File: src/rtl/pda_pkg.sv
// Shared constants and a saturation function for the attitude torque allocator
package pda_pkg;
  localparam int AXES = 3;
  localparam int GAIN_W = 18;
  localparam logic [2:0] REG_KP_X = 3'd0;
  localparam logic [2:0] REG_KP_Y = 3'd1;
  localparam logic [2:0] REG_KP_Z = 3'd2;
  localparam logic [2:0] REG_KD_X = 3'd3;
  localparam logic [2:0] REG_KD_Y = 3'd4;
  localparam logic [2:0] REG_KD_Z = 3'd5;
  localparam logic [GAIN_W-1:0] KP_RST_XY = 18'd6554;
  localparam logic [GAIN_W-1:0] KP_RST_Z = 18'd3277;
  localparam logic [GAIN_W-1:0] KD_RST_XY = 18'd32768;
  localparam logic [GAIN_W-1:0] KD_RST_Z = 18'd16384;
  localparam logic signed [31:0] S32_MAX = 32'sh7fffffff;
  localparam logic signed [31:0] S32_MIN = 32'sh80000000;

  function automatic logic signed [31:0] sat32(input logic signed [63:0] v);
    logic signed [31:0] r;
    if (v > 64'sd2147483647) r = S32_MAX;
    else if (v < -64'sd2147483648) r = S32_MIN;
    else r = v[31:0];
    return r;
  endfunction
endpackage

File: src/rtl/pda_serial_mult.sv
// Bit-serial shift-add multiplier, unsigned 34 x 18
module pda_serial_mult (
  input  logic        clk,
  input  logic        rst,
  input  logic        start,
  input  logic [33:0] a,
  input  logic [17:0] b,
  output logic        done,
  output logic [51:0] prod
);
  logic [17:0] mb;
  logic [51:0] ma;
  logic [4:0]  cnt;
  logic        busy;

  always_ff @(posedge clk) begin
    done <= 1'b0;
    if (rst) begin
      busy <= 1'b0;
      cnt <= '0;
    end else if (start) begin
      busy <= 1'b1;
      cnt <= 5'd18;
      mb <= b;
      ma <= {18'd0, a};
      prod <= '0;
    end else if (busy) begin
      if (mb[0]) prod <= prod + ma;
      ma <= ma << 1;
      mb <= mb >> 1;
      cnt <= cnt - 5'd1;
      if (cnt == 5'd1) begin
        busy <= 1'b0;
        done <= 1'b1;
      end
    end
  end
endmodule

File: src/rtl/pda_serial_sqrt.sv
// Bit-serial integer square root, two radicand bits per cycle
module pda_serial_sqrt (
  input  logic        clk,
  input  logic        rst,
  input  logic        start,
  input  logic [65:0] n,
  output logic        done,
  output logic [32:0] root
);
  logic [65:0] rem_sh;
  logic [35:0] part;
  logic [5:0]  cnt;
  logic        busy;
  logic [35:0] trial;
  logic [35:0] cur;

  assign cur = {part[33:0], rem_sh[65:64]};
  assign trial = {1'b0, root[32:0], 2'b01};

  always_ff @(posedge clk) begin
    done <= 1'b0;
    if (rst) begin
      busy <= 1'b0;
      cnt <= '0;
    end else if (start) begin
      busy <= 1'b1;
      cnt <= 6'd33;
      rem_sh <= n;
      part <= '0;
      root <= '0;
    end else if (busy) begin
      rem_sh <= rem_sh << 2;
      if (cur >= trial) begin
        part <= cur - trial;
        root <= {root[31:0], 1'b1};
      end else begin
        part <= cur;
        root <= {root[31:0], 1'b0};
      end
      cnt <= cnt - 6'd1;
      if (cnt == 6'd1) begin
        busy <= 1'b0;
        done <= 1'b1;
      end
    end
  end
endmodule

File: src/rtl/pda_serial_div.sv
// Bit-serial restoring divider, 50-bit dividend by 37-bit divisor
module pda_serial_div (
  input  logic        clk,
  input  logic        rst,
  input  logic        start,
  input  logic [49:0] num,
  input  logic [36:0] den,
  output logic        done,
  output logic [49:0] quo
);
  logic [37:0] rem;
  logic [36:0] d;
  logic [5:0]  cnt;
  logic        busy;
  logic [37:0] sh;

  assign sh = {rem[36:0], quo[49]};

  always_ff @(posedge clk) begin
    done <= 1'b0;
    if (rst) begin
      busy <= 1'b0;
      cnt <= '0;
    end else if (start) begin
      busy <= 1'b1;
      cnt <= 6'd50;
      rem <= '0;
      quo <= num;
      d <= den;
    end else if (busy) begin
      if (sh >= {1'b0, d}) begin
        rem <= sh - {1'b0, d};
        quo <= {quo[48:0], 1'b1};
      end else begin
        rem <= sh;
        quo <= {quo[48:0], 1'b0};
      end
      cnt <= cnt - 6'd1;
      if (cnt == 6'd1) begin
        busy <= 1'b0;
        done <= 1'b1;
      end
    end
  end
endmodule

File: src/rtl/pd_attitude_torque_allocator_unit.sv
// Top level of the three-axis PD attitude torque allocator
// channel | direction | handshake      | payload
// in      | input     | in_valid/stall | meas, target, field per axis
// out     | output    | out_valid/stall| torque, wheel_mom, dipole, thrust
// cfg     | input     | cfg_we         | cfg_index, cfg_data
// One request at a time: in_stall holds off the next request until the result
// has been taken from the output.
// Field squares and per-axis gain products use a serial shift-add multiplier;
// the magnitude takes the serial root, and each axis a serial divider pass.
// rst is synchronous and clears gains to defaults and momentum to zero.
// in_stall is high in every state but idle, also while the result is presented.
module pd_attitude_torque_allocator_unit (
  input  logic clk,
  input  logic rst,
  input  logic in_valid,
  output logic in_stall,
  input  logic signed [31:0] meas_x, meas_y, meas_z,
  input  logic signed [31:0] target_x, target_y, target_z,
  input  logic signed [31:0] field_x, field_y, field_z,
  output logic out_valid,
  input  logic out_stall,
  output logic signed [31:0] torque_x, torque_y, torque_z,
  output logic signed [31:0] wheel_mom_x, wheel_mom_y, wheel_mom_z,
  output logic signed [31:0] dipole_x, dipole_y, dipole_z,
  output logic signed [31:0] thrust_x, thrust_y, thrust_z,
  input  logic cfg_we,
  input  logic [2:0] cfg_index,
  input  logic [17:0] cfg_data
);
  localparam logic [3:0] S_IDLE = 4'd0, S_SQ = 4'd1, S_SQW = 4'd2, S_RT = 4'd3,
    S_RTW = 4'd4, S_KP = 4'd5, S_KPW = 4'd6, S_KD = 4'd7, S_KDW = 4'd8,
    S_DV = 4'd9, S_DVW = 4'd10, S_OUT = 4'd11;

  logic [3:0] state;
  logic [1:0] ax;
  logic [17:0] kp [3];
  logic [17:0] kd [3];
  logic signed [31:0] mom [3];
  logic signed [31:0] ms [3], tg [3], fd [3];
  logic signed [31:0] tq [3], mo [3], dp [3], th [3];
  logic [65:0] sumsq;
  logic [32:0] mag;
  logic signed [64:0] acc;

  logic m_start, m_done, r_start, r_done, d_start, d_done;
  logic [33:0] m_a;
  logic [17:0] m_b;
  logic [51:0] m_p;
  logic [32:0] r_root;
  logic [49:0] d_q;
  logic [49:0] d_num;

  logic signed [32:0] err;
  logic [32:0] aerr, ameas, afld;
  logic signed [63:0] tq64;
  logic signed [31:0] tqs, tqv, hv;
  logic [31:0] atq;
  logic signed [50:0] dq;

  assign err = 33'(tg[ax]) - 33'(ms[ax]);
  assign aerr = err[32] ? 33'(-err) : err;
  assign ameas = ms[ax][31] ? 33'(-34'(ms[ax])) : 33'(ms[ax]);
  assign afld = fd[ax][31] ? 33'(-34'(fd[ax])) : 33'(fd[ax]);
  assign tq64 = 64'(acc >>> 16);
  assign tqs = pda_pkg::sat32(tq64);
  assign tqv = tq[ax];
  assign hv = tqv >>> 1;
  assign atq = tqs[31] ? 32'(-33'(tqs)) : 32'(tqs);
  assign d_num = 50'(atq) * 50'd196608;
  assign dq = (d_q > 50'h80000000) ? 51'h80000000 : 51'(d_q);

  always_comb begin
    case (state)
      S_SQ: begin m_a = {1'b0, afld}; m_b = 18'd0; end
      S_KP: begin m_a = {1'b0, aerr}; m_b = kp[ax]; end
      S_KD: begin m_a = {1'b0, ameas}; m_b = kd[ax]; end
      default: begin m_a = '0; m_b = '0; end
    endcase
  end

  // square each field in two passes over the low and high multiplier digits
  logic [1:0] part;
  logic [33:0] sq_a;
  logic [17:0] sq_b;
  logic [33:0] ma_sel;
  logic [17:0] mb_sel;
  always_comb begin
    ma_sel = m_a;
    mb_sel = m_b;
    if (state == S_SQ) begin
      ma_sel = sq_a;
      mb_sel = sq_b;
    end
  end
  assign sq_a = {1'b0, afld};
  assign sq_b = part[0] ? {3'd0, afld[32:18]} : afld[17:0];

  pda_serial_mult u_mult (.clk, .rst, .start(m_start), .a(ma_sel), .b(mb_sel),
    .done(m_done), .prod(m_p));
  pda_serial_sqrt u_sqrt (.clk, .rst, .start(r_start), .n(sumsq), .done(r_done),
    .root(r_root));
  pda_serial_div u_div (.clk, .rst, .start(d_start), .num(d_num),
    .den(37'(mag) * 37'd10), .done(d_done), .quo(d_q));

  assign m_start = (state == S_SQ) || (state == S_KP) || (state == S_KD);
  assign r_start = (state == S_RT);
  assign d_start = (state == S_DV);
  assign in_stall = (state != S_IDLE);
  assign out_valid = (state == S_OUT);

  always_ff @(posedge clk) begin
    if (rst) begin
      state <= S_IDLE;
      ax <= '0;
      part <= '0;
      kp[0] <= pda_pkg::KP_RST_XY; kp[1] <= pda_pkg::KP_RST_XY;
      kp[2] <= pda_pkg::KP_RST_Z;
      kd[0] <= pda_pkg::KD_RST_XY; kd[1] <= pda_pkg::KD_RST_XY;
      kd[2] <= pda_pkg::KD_RST_Z;
      for (int i = 0; i < 3; i++) mom[i] <= '0;
    end else begin
      if (cfg_we) begin
        case (cfg_index)
          pda_pkg::REG_KP_X: kp[0] <= cfg_data;
          pda_pkg::REG_KP_Y: kp[1] <= cfg_data;
          pda_pkg::REG_KP_Z: kp[2] <= cfg_data;
          pda_pkg::REG_KD_X: kd[0] <= cfg_data;
          pda_pkg::REG_KD_Y: kd[1] <= cfg_data;
          pda_pkg::REG_KD_Z: kd[2] <= cfg_data;
          default: ;
        endcase
      end
      case (state)
        S_IDLE: if (in_valid) begin
          ms[0] <= meas_x; ms[1] <= meas_y; ms[2] <= meas_z;
          tg[0] <= target_x; tg[1] <= target_y; tg[2] <= target_z;
          fd[0] <= field_x; fd[1] <= field_y; fd[2] <= field_z;
          sumsq <= '0; ax <= '0; part <= '0;
          state <= S_SQ;
        end
        S_SQ: state <= S_SQW;
        S_SQW: if (m_done) begin
          sumsq <= sumsq + (part[0] ? (66'(m_p) << 18) : 66'(m_p));
          if (part[0]) begin
            part <= '0;
            if (ax == 2'd2) begin ax <= '0; state <= S_RT; end
            else begin ax <= ax + 2'd1; state <= S_SQ; end
          end else begin
            part <= 2'd1;
            state <= S_SQ;
          end
        end
        S_RT: state <= S_RTW;
        S_RTW: if (r_done) begin mag <= r_root; state <= S_KP; end
        S_KP: state <= S_KPW;
        S_KPW: if (m_done) begin
          acc <= err[32] ? -65'(m_p) : 65'(m_p);
          state <= S_KD;
        end
        S_KD: state <= S_KDW;
        S_KDW: if (m_done) begin
          acc <= acc - (ms[ax][31] ? -65'(m_p) : 65'(m_p));
          state <= S_DV;
        end
        S_DV: begin
          tq[ax] <= tqs;
          state <= S_DVW;
        end
        S_DVW: if (d_done || mag == '0) begin
          mo[ax] <= pda_pkg::sat32(64'(mom[ax]) + 64'(hv));
          mom[ax] <= pda_pkg::sat32(64'(mom[ax]) + 64'(hv));
          th[ax] <= pda_pkg::sat32(64'(tqv) * 64'sd2);
          if (mag == '0)
            dp[ax] <= tqv[31] ? pda_pkg::S32_MIN :
              ((tqv == 0) ? 32'sd0 : pda_pkg::S32_MAX);
          else
            dp[ax] <= pda_pkg::sat32(tqv[31] ? -64'(dq) : 64'(dq));
          if (ax == 2'd2) state <= S_OUT;
          else begin ax <= ax + 2'd1; state <= S_KP; end
        end
        S_OUT: if (!out_stall) state <= S_IDLE;
        default: state <= S_IDLE;
      endcase
    end
  end

  assign torque_x = tq[0]; assign torque_y = tq[1]; assign torque_z = tq[2];
  assign wheel_mom_x = mo[0]; assign wheel_mom_y = mo[1]; assign wheel_mom_z = mo[2];
  assign dipole_x = dp[0]; assign dipole_y = dp[1]; assign dipole_z = dp[2];
  assign thrust_x = th[0]; assign thrust_y = th[1]; assign thrust_z = th[2];
endmodule

File: config.mk
export PLATFORM = sky130hd
export DESIGN_NAME = pd_attitude_torque_allocator_unit
export DESIGN_NICKNAME = d
export VERILOG_FILES = /design/src/rtl/pda_pkg.sv /design/src/rtl/pda_serial_mult.sv /design/src/rtl/pda_serial_sqrt.sv /design/src/rtl/pda_serial_div.sv /design/src/rtl/pd_attitude_torque_allocator_unit.sv
export SDC_FILE = /design/constraint.sdc
export NUM_CORES = 2
export LEC_CHECK = 0
export BUFFER_PORTS_ARGS = -buffer_cell sky130_fd_sc_hd__buf_2
export CORE_MARGIN = 5
export CORE_UTILIZATION = 55
export DETAILED_ROUTE_END_ITERATION = 16
export HOLD_SLACK_MARGIN = 0.05
export PLACE_DENSITY_LB_ADDON = 0.1
export SETUP_SLACK_MARGIN = 0.1
export SLEW_MARGIN = 20
export SYNTH_ARGS = -nofsm -noshare
export SYNTH_HDL_FRONTEND = slang
export SYNTH_SLANG_ARGS = --single-unit
File: constraint.sdc
create_clock -name clk -period 31.2 [get_ports clk]
set_clock_uncertainty 0.2 [all_clocks]
set_input_delay 0 -clock clk [delete_from_list [all_inputs] [get_ports clk]]
set_output_delay 0 -clock clk [all_outputs]
set_load 0.05 [all_outputs]
==> flow_summary.json <==
{
  "core_sq_um": 152000,
  "status": "complete, no violations",
  "wl_um": 258000,
  "critPathCapture": "u_mult.ma[28]",
  "netlist_area_sq_um": 83700,
  "crit_chain": "buf_4 > buf_4 > buf_4 > mux2i_1 > o21ai_0 > ha_1 > a211oi_1 > o21bai_1 > or3_1 > o21ai_1 > xnor2_1 > a211oi_2 > nand2_1 > nor4_2 > and3_4 > a31oi_1 > xor2_1 > a221o_1",
  "crit_fanout": 38,
  "seq_area_frac_synth": 0.540,
  "yosys_warnings": 0,
  "yosys.area.top_type": "edfxtp_1",
  "die_w_um": 400,
  "cts_htree_levels": 4,
  "tns_ns": 0,
  "synth.most_common_cell": "edfxtp_1",
  "cts_tree": "built",
  "path_class": "reg -> reg",
  "cts_setup_buffers": 0,
  "grt-ovfl-total": 0,
  "postCtsHoldBufs": 629,
  "clk_pin_slew_ns": 0.06,
  "cts-root-buf": "clkbuf_16",
  "pin_count": 700,
  "yosysTopAreaCellShare": 0.532,
  "grt_pass1_vias": 64100,
  "reg2reg_slack_ns": 23.49,
  "power.density_nw_per_um2": 85.5,
  "fin_util": 0.667,
  "dp_cells": 9933,
  "synth.avg_cell_area_sq_um": 11.2,
  "timing.critical_path.mode_cell": "buf_4",
  "async_flop_share": 0,
  "synth_enable_flop_cells": 1482,
  "place_congestion": 0.931,
  "insertion_delay_ns": 0.85,
  "die_area_sq_um": 160000,
  "synthDistinctLibCells": 100,
  "ir_worst_vdd_v": 0.0000676,
  "hp-class": "in -> reg",
  "hpwl_um": 171000,
  "total_leakage_power_uw": 0.0391,
  "cp-start-kind": "flop",
  "final_area_sq_um": 101000,
  "antenna_found_initial": 16,
  "finalHoldViolations": 0,
  "cp_data_required_time_ns": 31.56,
  "slew_headroom": 0.162,
  "dr.pass1.iters": 8,
  "ys.flop_type": "edfxtp_1",
  "antenna_left": 0,
  "port_buffers": 699,
  "timing.rr.end": "u_mult.ma[28]",
  "fp.dieH_um": 400,
  "fin_crit_ns": 7.71,
  "setup_viol": 0,
  "instances_no_fill": 10900,
  "areaGrowthSynthToFinish_pct": 20.8,
  "vias": 65500,
  "drcViolationCount": 0,
  "grt_pass1_wl_um": 383000,
  "fmax_mhz": 130,
  "crit_arrival_ns": 8.07,
  "drive_above_1_share": 0.142,
  "nets": 9444,
  "fin_crit_sh": 0.247,
  "rr_worst_depth": 18,
  "worst_pin_slew_ns": 1.22,
  "critPathMaxStageDelay_ns": 0.74,
  "synth_nets": 8194,
  "cts_buffers": 161,
  "synth_seq_cells": 1514,
  "wl_per_cell_um": 23.7,
  "rsz0062_at_grt": "no",
  "via_per_inst": 6.03,
  "drt-initial-drc-count": 6316,
  "cts_resized": 0,
  "clockBufferDepth": 3,
  "track_usage": 0.312,
  "ys_top_cells_by_area": "edfxtp_1 53%, ha_1 6.4%, nor2_1 3.5%, a21oi_1 3.4%, xnor2_1 3.3%",
  "synth_common_cells": "1482 x edfxtp_1, 772 x nor2_1, 684 x nand2_1, 561 x a21oi_1, 427 x ha_1",
  "clkSinkCount": 1514,
  "critPathSlowestCell": "dfxtp_4",
  "post_dp_cell_area_sq_um": 89300,
  "cap_violations": 0,
  "cp-end-kind": "flop",
  "grt_max_degree": 130,
  "start_util": 0.552,
  "num_rows": 143,
  "slew_violations": 0,
  "syn_inst": 7445
}
-- power by group --
part	leakage (uW)	internal [uW]	switching, uW
sequential	0.0139	2650	196
combinational	0.0226	1450	2380
clock	0.00257	1100	881
-- placed cells by master (no fill, tap or decap), types with 101 or more instances in the layout --
cell type / instances
a21o_1: 219
a21oi_1: 560
and2_1: 124
buf_2: 699
clkbuf_16: 161
dlygate4sd3_1: 629
edfxtp_1: 1482
ha_1: 427
inv_1: 214
mux2i_1: 198
nand2_1: 681
nand3_1: 104
nor2_1: 764
nor3_1: 101
o21ai_0: 399
xnor2_1: 316
xor2_1: 234
-- registers in the layout (all words and copies together) (netlist names), 18 cells and up, named ones only --
signal,cells
th,96
u_mult.mb,18
kd,54
tg,96
u_sqrt.root,33
fd,96
mo,96
u_sqrt.rem_sh,66
dp,96
mom,128
kp,54
u_div.d,36
mag,33
u_div.rem,37
tq,128
ms,96
u_mult.prod,52
u_mult.ma,52
acc,65
u_div.quo,50
sumsq,66
u_sqrt.part,34
-- per-layer routing --
metal / up-vias / routed length [um] / share of wire / GRT usage
met4: 2 / 14000 / 0.054 / 0.148
met2: 3133 / 124000 / 0.48 / 0.523
li1: 30100 / - / - / -
met5: - / 13 / 0.000050 / 0
met1: 31500 / 99900 / 0.39 / 0.396
met3: 722 / 19900 / 0.077 / 0.0506
-- how the worst min path moves through the flow --
stage,startpoint,end,slack [ns],depth (start not counted)
3_3_place_gp,field_y[30],fd[1][30],-0.02,1
5_1_grt,cfg_we,kd[2][14],0.11,4
4_1_cts,cfg_we,kd[2][14],0.06,4
3_5_place_dp,target_y[2],tg[1][2],-0.02,1
6_report,cfg_we,kd[2][14],0.12,4
2_1_floorplan,field_x[0],fd[0][0],-0.10,0
-- critical path: cells and delay by family, from the launching register on --
family,cells,cell delay [ns]
AO/OA/AOI/OAI,7,2.17
buffers and inverters,3,1.78
AND/OR/NAND/NOR,4,1.24
flip-flops,1,0.74
adder cells (fa/ha/maj),1,0.49
XOR/XNOR,2,0.43
multiplexers,1,0.33
-- area by class of cell --
class / count / area (sq um)
clock inverter: 107 / 1310
fill: 11100 / 50400
timing repair buffer: 1416 / 10500
antenna: 15 / 37.5
inverter: 219 / 822
sequential: 1514 / 45200
clock buffer: 188 / 4140
tap: 2030 / 2540
multi-input combinational: 5383 / 36600
-- kinds of logic (layout without fill, tap and decap cells) --
kind of cell / Yosys count / after routing / share of synthesized area
AO/OA/AOI/OAI: 1797 / 1797 / 0.136
XOR/XNOR: 550 / 550 / 0.0576
adder cells (fa/ha/maj): 465 / 465 / 0.0694
buffers and inverters: 548 / 1930 / 0.0256
flip-flops: 1514 / 1514 / 0.540
multiplexers: 316 / 316 / 0.0480
other: 0 / 15 / 0
AND/OR/NAND/NOR: 2255 / 2255 / 0.124
-- stage by stage --
stage / power (uW) / setup slack (ns) / hold WS, ns
2_1_floorplan: 5540 / 17.30 / -0.101
3_3_place_gp: 6450 / 24.01 / -0.0232
3_5_place_dp: 6500 / 23.89 / -0.0219
4_1_cts: 8520 / 23.87 / 0.0594
5_1_grt: 9080 / 23.19 / 0.107
6_report: 8650 / 23.49 / 0.120
No activity file was read; power rests on OpenSTA's default activity.
